`src/rtl/bsfb_pkg.sv`:
```
// Shared constants, types and codes for the BMP stream framebuffer blitter.
`timescale 1ns / 1ps
package bsfb_pkg;

    // Largest accepted image width or height.
    localparam int MAX_DIM = 8192;
    localparam int DIM_W   = $clog2(MAX_DIM + 1);

    // Fixed field widths.
    localparam int FBW_W   = 14;
    localparam int POS_W   = 13;
    localparam int IMG_W   = 14;
    localparam int BPP_W   = 16;
    localparam int PB_W    = BPP_W - 4;   // bytes per pixel from a positive 16-bit bpp
    localparam int ADDR_W  = 32;
    localparam int ROW_W   = ((DIM_W > POS_W) ? DIM_W : POS_W) + 1;
    localparam int XD_W    = ((FBW_W > DIM_W) ? FBW_W : DIM_W) + 1;
    localparam int MUL_W   = ROW_W + FBW_W;

    // Header layout.
    localparam int HDR_LEN   = 54;
    localparam int OFS_PDO   = 10;
    localparam int OFS_WIDTH = 18;
    localparam int OFS_HGT   = 22;
    localparam int OFS_BPP   = 28;
    localparam int FB_BYTES  = 4;
    localparam int MIN_PB    = 3;

    // Parse phases.
    localparam logic [1:0] PH_HEADER = 2'd0;
    localparam logic [1:0] PH_SKIP   = 2'd1;
    localparam logic [1:0] PH_PIXELS = 2'd2;
    localparam logic [1:0] PH_DONE   = 2'd3;

    // Configuration register indexes.
    localparam logic [1:0] CFG_FB_WIDTH    = 2'd0;
    localparam logic [1:0] CFG_PLACE_X     = 2'd1;
    localparam logic [1:0] CFG_PLACE_Y     = 2'd2;
    localparam logic [1:0] CFG_CENTER_MODE = 2'd3;

    localparam logic [FBW_W-1:0] FB_WIDTH_RST = FBW_W'(1024);

    typedef struct packed {
        logic [FBW_W-1:0] fb_width;
        logic [POS_W-1:0] place_x;
        logic [POS_W-1:0] place_y;
        logic             center_mode;
    } bsfb_cfg_t;

    typedef struct packed {
        logic [ADDR_W-1:0] byte_offset;
        logic [7:0]        byte_value;
        logic [IMG_W-1:0]  image_width;
        logic [IMG_W-1:0]  image_height;
        logic              last_write;
        logic              format_error;
    } bsfb_result_t;

    typedef struct packed {
        logic [1:0] phase;
    } bsfb_status_t;

endpackage

```
`src/rtl/bmp_stream_framebuffer_blitter_top.sv`:
```
// Top level of the BMP byte stream to framebuffer blitter.
`timescale 1ns / 1ps
//
//  Channel   Direction  Payload                                         Handshake
//  s_*       in         tdata: file_byte; tuser: first_byte             tvalid/tready
//  m_*       out        tdata: byte_offset, byte_value, image_width,    tvalid/tready
//                       image_height; tlast: last_write;
//                       tuser: format_error
//  cfg_*     in         cfg_index 0..3, cfg_wdata                       cfg_wr_en, no wait
//
//  One file byte per cycle, sustained while m_tready does not stall the result
//  register. A byte is held in the input register and its write, if any, is
//  loaded into the result register when the byte fires, raising m_tvalid. The
//  row multiply (row * fb_width) feeds the parser's row base register and sets
//  the clock.
//  Reset (aresetn low, synchronous) empties both registers and restarts the
//  parse at file position zero. A stall on m_tready holds the result and the
//  pending byte; s_tready stays high while the input register is empty.
//
module bmp_stream_framebuffer_blitter_top
    import bsfb_pkg::*;
(
    input  logic             aclk,
    input  logic             aresetn,

    input  logic             s_tvalid,
    output logic             s_tready,
    input  logic [7:0]       s_tdata,    // [7:0] file_byte
    input  logic             s_tuser,    // [0] first_byte

    output logic             m_tvalid,
    input  logic             m_tready,
    output logic [71:0]      m_tdata,    // [31:0] byte_offset, [39:32] byte_value,
                                         // [53:40] image_width, [67:54] image_height,
                                         // [71:68] zero
    output logic             m_tlast,    // last_write
    output logic             m_tuser,    // [0] format_error

    input  logic             cfg_wr_en,
    input  logic [1:0]       cfg_index,
    input  logic [FBW_W-1:0] cfg_wdata
);

    bsfb_cfg_t    cfg;
    bsfb_result_t res;
    bsfb_result_t res_out;
    bsfb_status_t status;
    logic         res_valid;
    logic         out_free;
    logic         fire;

    // Input register: one file byte waiting for the parser.
    logic         in_vld_reg, in_vld_next;
    logic [7:0]   in_byte_reg;
    logic         in_first_reg;
    logic         s_accept;

    assign s_accept    = s_tvalid && s_tready;
    // Advance the parser only when the result register can take its output.
    assign fire        = in_vld_reg && out_free;
    assign s_tready    = !in_vld_reg || out_free;
    assign in_vld_next = s_accept ? 1'b1 : (fire ? 1'b0 : in_vld_reg);

    always_ff @(posedge aclk) begin
        if (!aresetn) begin
            in_vld_reg <= 1'b0;
        end else begin
            in_vld_reg <= in_vld_next;
        end
    end

    always_ff @(posedge aclk) begin
        if (s_accept) begin
            in_byte_reg  <= s_tdata;
            in_first_reg <= s_tuser;
        end
    end

    bsfb_cfg_regs u_cfg (
        .aclk       (aclk),
        .aresetn    (aresetn),
        .cfg_wr_en  (cfg_wr_en),
        .cfg_index  (cfg_index),
        .cfg_wdata  (cfg_wdata),
        .cfg        (cfg)
    );

    bsfb_parser u_parser (
        .aclk       (aclk),
        .aresetn    (aresetn),
        .cfg        (cfg),
        .fire       (fire),
        .file_byte  (in_byte_reg),
        .first_byte (in_first_reg),
        .res_valid  (res_valid),
        .res        (res),
        .status     (status)
    );

    bsfb_out_reg u_out (
        .aclk       (aclk),
        .aresetn    (aresetn),
        .load       (res_valid),
        .res        (res),
        .free       (out_free),
        .m_tvalid   (m_tvalid),
        .m_tready   (m_tready),
        .res_out    (res_out)
    );

    // Pack the result item, first field in the lowest bits.
    assign m_tdata = {4'b0000, res_out.image_height, res_out.image_width,
                      res_out.byte_value, res_out.byte_offset};
    assign m_tlast = res_out.last_write;
    assign m_tuser = res_out.format_error;

    // A format error carries no write and never ends an image.
    a_err_no_write: assert property (@(posedge aclk) disable iff (!aresetn)
        (m_tvalid && m_tuser) |-> (m_tdata[39:0] == 40'd0 && !m_tlast))
        else $error("format error result carries write data");

    // A pending byte is held while the result register is blocked.
    a_hold_in: assert property (@(posedge aclk) disable iff (!aresetn)
        (in_vld_reg && m_tvalid && !m_tready) |=> in_vld_reg)
        else $error("pending byte lost during output stall");

    // Once done, the parse only leaves that phase for a new header.
    a_done_sticky: assert property (@(posedge aclk) disable iff (!aresetn)
        (status.phase == PH_DONE) |=> (status.phase == PH_DONE || status.phase == PH_HEADER))
        else $error("parser left done phase without restart");

    // No result is produced unless a byte was processed.
    a_res_needs_fire: assert property (@(posedge aclk) disable iff (!aresetn)
        res_valid |-> fire)
        else $error("result produced without a processed byte");

endmodule

```
`src/rtl/bsfb_cfg_regs.sv`:
```
// Configuration register bank for the blitter.
`timescale 1ns / 1ps
module bsfb_cfg_regs
    import bsfb_pkg::*;
(
    input  logic             aclk,
    input  logic             aresetn,
    input  logic             cfg_wr_en,
    input  logic [1:0]       cfg_index,
    input  logic [FBW_W-1:0] cfg_wdata,
    output bsfb_cfg_t        cfg
);

    bsfb_cfg_t cfg_reg;
    bsfb_cfg_t cfg_next;

    always_comb begin
        cfg_next = cfg_reg;
        if (cfg_wr_en) begin
            case (cfg_index)
                CFG_FB_WIDTH:    cfg_next.fb_width    = cfg_wdata;
                CFG_PLACE_X:     cfg_next.place_x     = cfg_wdata[POS_W-1:0];
                CFG_PLACE_Y:     cfg_next.place_y     = cfg_wdata[POS_W-1:0];
                CFG_CENTER_MODE: cfg_next.center_mode = cfg_wdata[0];
                default:         cfg_next = cfg_reg;
            endcase
        end
    end

    always_ff @(posedge aclk) begin
        if (!aresetn) begin
            cfg_reg.fb_width    <= FB_WIDTH_RST;
            cfg_reg.place_x     <= '0;
            cfg_reg.place_y     <= '0;
            cfg_reg.center_mode <= 1'b1;
        end else begin
            cfg_reg <= cfg_next;
        end
    end

    assign cfg = cfg_reg;

endmodule

```
`src/rtl/bsfb_parser.sv`:
```
// Header parser and pixel address generator: one file byte per fire.
`timescale 1ns / 1ps
module bsfb_parser
    import bsfb_pkg::*;
(
    input  logic         aclk,
    input  logic         aresetn,
    input  bsfb_cfg_t    cfg,
    input  logic         fire,
    input  logic [7:0]   file_byte,
    input  logic         first_byte,
    output logic         res_valid,
    output bsfb_result_t res,
    output bsfb_status_t status
);

    logic [31:0]       pos_reg, pos_next;
    logic [31:0]       pdo_reg, pdo_next;
    logic [31:0]       hw_reg, hw_next;
    logic [31:0]       hh_reg, hh_next;
    logic [BPP_W-1:0]  bpp_reg, bpp_next;
    logic [DIM_W-1:0]  srow_reg, srow_next;
    logic [DIM_W-1:0]  scol_reg, scol_next;
    logic [PB_W-1:0]   bip_reg, bip_next;
    logic [PB_W-1:0]   pb_reg, pb_next;
    logic [1:0]        phase_reg, phase_next;
    logic [31:0]       rbase_reg, rbase_next;

    // Row base for either the first row (header end) or the next row.
    logic                    hdr_end;
    logic [DIM_W-1:0]        srow_inc;
    logic [DIM_W-1:0]        scol_inc;
    logic [DIM_W-1:0]        row_sel;
    logic [ROW_W-1:0]        fb_row;
    logic [MUL_W-1:0]        row_prod;
    logic signed [XD_W-1:0]  xd;
    logic signed [XD_W-1:0]  xd_adj;
    logic signed [XD_W-1:0]  xd_half;
    logic [31:0]             x_start;
    logic [31:0]             row_base_calc;

    // the first row is set up only from the header phase
    assign hdr_end  = (phase_reg == PH_HEADER);
    assign srow_inc = srow_reg + DIM_W'(1);
    assign scol_inc = scol_reg + DIM_W'(1);
    assign row_sel  = hdr_end ? '0 : srow_inc;

    always_comb begin
        fb_row   = ROW_W'(cfg.place_y) + ROW_W'(hh_reg[DIM_W-1:0]) - ROW_W'(row_sel);
        row_prod = MUL_W'(fb_row) * MUL_W'(cfg.fb_width);
        xd       = XD_W'(cfg.fb_width) - XD_W'(hw_reg[DIM_W-1:0]);
        // halve toward zero
        xd_adj   = xd[XD_W-1] ? (xd + XD_W'(1)) : xd;
        xd_half  = xd_adj >>> 1;
        x_start  = cfg.center_mode ? 32'(xd_half) : 32'(cfg.place_x);
        row_base_calc = (x_start + 32'(row_prod)) << 2;
    end

    always_comb begin
        logic [31:0]       p;
        logic [1:0]        lane;
        logic              hdr_ok;
        logic              do_pixel;
        logic [PB_W-1:0]   bip_inc;

        p        = first_byte ? '0 : pos_reg;
        lane     = '0;
        hdr_ok   = 1'b0;
        do_pixel = 1'b0;
        bip_inc  = bip_reg + PB_W'(1);

        pos_next   = pos_reg;
        pdo_next   = pdo_reg;
        hw_next    = hw_reg;
        hh_next    = hh_reg;
        bpp_next   = bpp_reg;
        srow_next  = srow_reg;
        scol_next  = scol_reg;
        bip_next   = bip_reg;
        pb_next    = pb_reg;
        phase_next = phase_reg;
        rbase_next = rbase_reg;

        res_valid        = 1'b0;
        res.byte_offset  = rbase_reg + 32'({scol_reg, 2'b00}) + 32'(bip_reg[1:0]);
        res.byte_value   = file_byte;
        res.image_width  = hw_reg[IMG_W-1:0];
        res.image_height = hh_reg[IMG_W-1:0];
        res.last_write   = (bip_reg == PB_W'(2)) && (scol_inc == hw_reg[DIM_W-1:0])
                           && (srow_inc == hh_reg[DIM_W-1:0]);
        res.format_error = 1'b0;

        // restart the parse on a new file
        if (first_byte) begin
            pdo_next   = '0;
            hw_next    = '0;
            hh_next    = '0;
            bpp_next   = '0;
            srow_next  = '0;
            scol_next  = '0;
            bip_next   = '0;
            rbase_next = '0;
            phase_next = PH_HEADER;
        end

        case (first_byte ? PH_HEADER : phase_reg)
            PH_HEADER: begin
                if (p >= 32'(OFS_PDO) && p < 32'(OFS_PDO + 4)) begin
                    lane = 2'(p - 32'(OFS_PDO));
                    pdo_next[{lane, 3'b000} +: 8] = file_byte;
                end else if (p >= 32'(OFS_WIDTH) && p < 32'(OFS_WIDTH + 4)) begin
                    lane = 2'(p - 32'(OFS_WIDTH));
                    hw_next[{lane, 3'b000} +: 8] = file_byte;
                end else if (p >= 32'(OFS_HGT) && p < 32'(OFS_HGT + 4)) begin
                    lane = 2'(p - 32'(OFS_HGT));
                    hh_next[{lane, 3'b000} +: 8] = file_byte;
                end else if (p >= 32'(OFS_BPP) && p < 32'(OFS_BPP + 2)) begin
                    lane = 2'(p - 32'(OFS_BPP));
                    bpp_next[lane[0]*8 +: 8] = file_byte;
                end
                if (p == 32'(HDR_LEN - 1)) begin
                    hdr_ok = !bpp_reg[BPP_W-1] && (bpp_reg[BPP_W-2:3] >= PB_W'(MIN_PB))
                             && !hw_reg[31] && (hw_reg != '0) && (hw_reg <= 32'(MAX_DIM))
                             && !hh_reg[31] && (hh_reg != '0) && (hh_reg <= 32'(MAX_DIM));
                    if (hdr_ok) begin
                        if ($signed(pdo_reg) < $signed(32'(HDR_LEN))) begin
                            pdo_next = 32'(HDR_LEN);
                        end
                        pb_next    = bpp_reg[BPP_W-2:3];
                        srow_next  = '0;
                        scol_next  = '0;
                        bip_next   = '0;
                        rbase_next = row_base_calc;
                        phase_next = PH_SKIP;
                    end else begin
                        res_valid        = 1'b1;
                        res.byte_offset  = '0;
                        res.byte_value   = '0;
                        res.last_write   = 1'b0;
                        res.format_error = 1'b1;
                        phase_next       = PH_DONE;
                    end
                end
            end
            PH_SKIP: begin
                if (p == pdo_reg) begin
                    phase_next = PH_PIXELS;
                    do_pixel   = 1'b1;
                end
            end
            PH_PIXELS: do_pixel = 1'b1;
            default:   do_pixel = 1'b0;
        endcase

        if (do_pixel) begin
            // only the first three bytes of a pixel reach the framebuffer
            res_valid = (bip_reg < PB_W'(MIN_PB));
            bip_next  = bip_inc;
            if (bip_inc >= pb_reg) begin
                bip_next  = '0;
                scol_next = scol_inc;
                if (32'(scol_inc) >= hw_reg) begin
                    scol_next = '0;
                    srow_next = srow_inc;
                    if (32'(srow_inc) >= hh_reg) begin
                        phase_next = PH_DONE;
                    end else begin
                        rbase_next = row_base_calc;
                    end
                end
            end
        end

        pos_next = p + 32'(1);
        if (!fire) begin
            res_valid = 1'b0;
        end
    end

    always_ff @(posedge aclk) begin
        if (!aresetn) begin
            pos_reg   <= '0;
            pdo_reg   <= '0;
            hw_reg    <= '0;
            hh_reg    <= '0;
            bpp_reg   <= '0;
            srow_reg  <= '0;
            scol_reg  <= '0;
            bip_reg   <= '0;
            pb_reg    <= PB_W'(MIN_PB);
            phase_reg <= PH_HEADER;
            rbase_reg <= '0;
        end else if (fire) begin
            pos_reg   <= pos_next;
            pdo_reg   <= pdo_next;
            hw_reg    <= hw_next;
            hh_reg    <= hh_next;
            bpp_reg   <= bpp_next;
            srow_reg  <= srow_next;
            scol_reg  <= scol_next;
            bip_reg   <= bip_next;
            pb_reg    <= pb_next;
            phase_reg <= phase_next;
            rbase_reg <= rbase_next;
        end
    end

    assign status.phase = phase_reg;

endmodule

```
`src/rtl/bsfb_out_reg.sv`:
```
// Result register in front of the master-side stream.
`timescale 1ns / 1ps
module bsfb_out_reg
    import bsfb_pkg::*;
(
    input  logic         aclk,
    input  logic         aresetn,
    input  logic         load,
    input  bsfb_result_t res,
    output logic         free,
    output logic         m_tvalid,
    input  logic         m_tready,
    output bsfb_result_t res_out
);

    logic         vld_reg, vld_next;
    bsfb_result_t res_reg;

    assign free     = !vld_reg || m_tready;
    assign vld_next = load ? 1'b1 : (m_tready ? 1'b0 : vld_reg);

    always_ff @(posedge aclk) begin
        if (!aresetn) begin
            vld_reg <= 1'b0;
        end else begin
            vld_reg <= vld_next;
        end
    end

    always_ff @(posedge aclk) begin
        if (load) begin
            res_reg <= res;
        end
    end

    assign m_tvalid = vld_reg;
    assign res_out  = res_reg;

endmodule
```
`config.mk`:
```
export PLATFORM = sky130hd
export DESIGN_NAME = bmp_stream_framebuffer_blitter_top
export DESIGN_NICKNAME = d
export VERILOG_FILES = /design/src/rtl/bsfb_pkg.sv /design/src/rtl/bmp_stream_framebuffer_blitter_top.sv /design/src/rtl/bsfb_cfg_regs.sv /design/src/rtl/bsfb_parser.sv /design/src/rtl/bsfb_out_reg.sv
export SDC_FILE = /design/constraint.sdc
export NUM_CORES = 2
export LEC_CHECK = 0
export ABC_CLOCK_PERIOD_IN_PS = 13800
export BUFFER_PORTS_ARGS = -buffer_cell sky130_fd_sc_hd__buf_2
export CORE_MARGIN = 3
export CORE_UTILIZATION = 38
export DETAILED_ROUTE_END_ITERATION = 6
export SKIP_CTS_REPAIR_TIMING = 1
export SYNTH_ARGS = -nofsm -noshare
export SYNTH_HDL_FRONTEND = slang
export SYNTH_SLANG_ARGS = --single-unit
```
`constraint.sdc`:
```
create_clock -name aclk -period 13.8 [get_ports aclk]
set_input_delay 2.07 -clock aclk [delete_from_list [all_inputs] [get_ports aclk]]
set_output_delay 2.07 -clock aclk [all_outputs]
set_load 0.01 [all_outputs]
```
==> qor.yml <==
cts_buffer_depth: 3
drt-initial-drc-count: 1660
min_path_type: "flip-flop to flip-flop"
routedWlPerCell_um: 19.2
fmaxAchievable_mhz: 97.4
floorplan.die.height_um: 275
whs_ns: 0.462
floorplan.die_area_um2: 75500
synth_enable_flop_cells: 79
worst_skew_late_latency_ns: 0.61
place.gp.congestion: 0.899
design.portCount: 106
p_leak_nw: 12.6
first_global_vias: 22196
detail_route.vias_per_cell: 5.37
grt_overflow: 0
via_count: 22217
routed_wirelength_um: 79300
finalSetupTns_ns: 0
final_min_period_over_clock_period: 0.744
drt_pass1_iterations: 7
cp_data_required_time_ns: 14.26
placement_rows: 97
area.growth.synth_to_final_pct: 10.5
slew_headroom: 0.125
cts_tree: "yes"
reg2reg_to: "u_parser.rbase_reg[31]"
global_router_s_overall_resource_usage: 0.210
mostFrequentLayoutCell: "sky130_fd_sc_hd__inv_1"
synth_area_in_compound_gates: 0.151
count_of_final_max_slew_check_failures: 0
crit_path_max_fanout: 14
netlist_area_um2: 27500
timing.final.hold_violations: 0
nets: 3580
synth_flop_cell: "sky130_fd_sc_hd__dfxtp_1"
crit_path_end_kind: "flip-flop"
grt_max_degree: 166
synth_seq_area_share: 0.283
clock_skew_ns: 0.0487
cts_made_buffers: 41
finalCoreUtilization: 0.429
synth-simple-area-share: 0.216
finish.instance_area_um2: 30400
floorplan.die.width_um: 275
timing.final.setup_violations: 0
ys_ff_latch: 349
run_status: "finished, final reports clean"
path_delay_family: "adder cells"
cts.htree.levels: 2
critPathBufInv: 4
worstReg2RegStart: "u_parser.status[1]"
synthDistinctLibCells: 86
final_layout_size_suffix_gt1_frac: 0.0754
clk_pin_slew_worst_paths_ns: 0.06
dominant_combinational_cell_family_by_area_after_synthesis: "adder cells"
synthArstFlopShare: 0
rr_worst_depth: 33
crit_path_frequent_cell: "sky130_fd_sc_hd__fa_1"
worstSetupStartpoint: "u_parser.status[1]"
syn-instance-count: 3136
worst_ir_drop_vdd_uv: 163
cap_violations: 0
shortest_clock_period_the_worst_path_allows_after_layout_ns: 10.27
cts.sinks: 349
synth-adder-area-share: 0.229
place.port_buffers: 101
cp_slowest_stage_delay_ns: 1.01
largest_register_ffs: 70
crit_path_end: "u_parser.rbase_reg[31]"
crit_cells: 33
post_synth.cell_area_avg_um2: 8.76
top_library_cells_by_usage_in_the_layout_fill_and_taps_aside: "sky130_fd_sc_hd__inv_1, sky130_fd_sc_hd__nand2_1, sky130_fd_sc_hd__dfxtp_1"
worst_setup_path_start_kind: "flip-flop"
pwr_density_cell_nw_per_um2: 115
synth.area.mux_share: 0.00711
initial_core_util: 0.388
synth_warnings: 0
placeableCoreArea_um2: 70800
dpl_cell_area_um2: 28800
worst_slew_pin_slew_ns: 1.31
cts_root_buf: "sky130_fd_sc_hd__clkbuf_16"
synth-xor-area-share: 0.0453
critical_path_arrival_ns: 10.73
global_route_wire_length_before_repair_um: 125000
grt_antenna_before_repair: 2
regToRegSetupSlack_ns: 3.53
cp_slowest_cell: "sky130_fd_sc_hd__xor2_1"
dp.final_hpwl_um: 59400
postRouteAntennaNets: 0
worst_setup_path_type: "flip-flop to flip-flop"
fill_cells: 7034
drc: 0
rsz0062_at_grt: "false"
==> how the worst min path moves through the flow <==
stage	startpoint	slack, ns	cells after the start	end
detailed placement	u_cfg.cfg[25]	0.46	2	u_cfg.cfg[25]
CTS	u_cfg.cfg[25]	0.47	2	u_cfg.cfg[25]
global route	u_cfg.cfg[5]	0.49	2	u_cfg.cfg[5]
floorplan	u_parser.hw_reg[13]	0.43	0	u_out.res_out[29]
finish	u_cfg.cfg[25]	0.46	2	u_cfg.cfg[25]
global placement	u_cfg.cfg[4]	0.45	2	u_cfg.cfg[4]
==> stage by stage <==
stage / instances / power [mW] / setup slack [ns]
detailed placement: 4062 / 2.29 / 3.59
floorplan: 3139 / 1.96 / 4.76
global placement: 4062 / 2.29 / 3.70
finish: 4139 / 3.50 / 3.53
CTS: 4138 / 3.54 / 3.58
global route: 4138 / 3.73 / 2.68
==> worst min-delay path: cells and delay by family, from the launching register on <==
kind / cells / cell delay, ns
compound gates: 1 / 0.06
flops: 1 / 0.30
simple gates: 1 / 0.05
==> kinds of logic (layout without fill, tap and decap cells) <==
logic type	count (synthesis)	after routing
AOI/OAI and AO/OA	618	618
buffers and inverters	474	533
adders and majority gates	385	385
and+or+nand+nor	1148	1148
DFF	349	349
other	1	5
muxes	19	19
xor gates and xnor gates	142	142
==> power breakdown <==
| group | internal (mW) | switching, mW | leakage, nW |
|---|---|---|---|
| Sequential | 1.05 | 0.0207 | 2.78 |
| Clock | 0.757 | 0.474 | 0.732 |
| Combinational | 0.459 | 0.739 | 9.13 |
| Total | 2.27 | 1.23 | 12.6 |
==> synth_stat cells, types with 79 or more instances <==
| library cell | number | area (µm²) |
|---|---|---|
| sky130_fd_sc_hd__inv_1 | 320 | 1200 |
| sky130_fd_sc_hd__nand2_1 | 313 | 1170 |
| sky130_fd_sc_hd__dfxtp_1 | 270 | 5410 |
| sky130_fd_sc_hd__fa_1 | 197 | 3940 |
| sky130_fd_sc_hd__nor2_1 | 191 | 717 |
| sky130_fd_sc_hd__ha_1 | 188 | 2350 |
| sky130_fd_sc_hd__nor2b_1 | 175 | 1090 |
| sky130_fd_sc_hd__and2_1 | 131 | 820 |
| sky130_fd_sc_hd__o21ai_0 | 129 | 646 |
| sky130_fd_sc_hd__a21oi_1 | 128 | 641 |
| sky130_fd_sc_hd__clkbuf_1 | 120 | 450 |
| sky130_fd_sc_hd__a22oi_1 | 81 | 608 |
| sky130_fd_sc_hd__edfxtp_1 | 79 | 2370 |
==> layout make-up <==
type | instances | area [µm²] | share of cell area
Multi-Input combinational cell | 2316 | 17900 | 0.589
Sequential cell | 349 | 7780 | 0.256
Inverter | 321 | 1200 | 0.0397
Tap cell | 940 | 1180 | 0.0387
Clock buffer | 49 | 1090 | 0.0358
Timing Repair Buffer | 136 | 783 | 0.0258
Clock inverter | 27 | 445 | 0.0147
Antenna cell | 1 | 2.50 | 0.0000824
==> routing by layer <==
| metal | global-route usage | wire (µm) | vias up | share of wire |
|---|---|---|---|---|
| met5 | 0 | 0 | - | 0 |
| met4 | 0.0668 | 2690 | 0 | 0.034 |
| met1 | 0.272 | 34700 | 10772 | 0.44 |
| met3 | 0.0249 | 3540 | 150 | 0.045 |
| met2 | 0.367 | 38400 | 596 | 0.48 |
| li1 | - | - | 10699 | - |
Note: power is estimated with default switching activity, not from simulation.
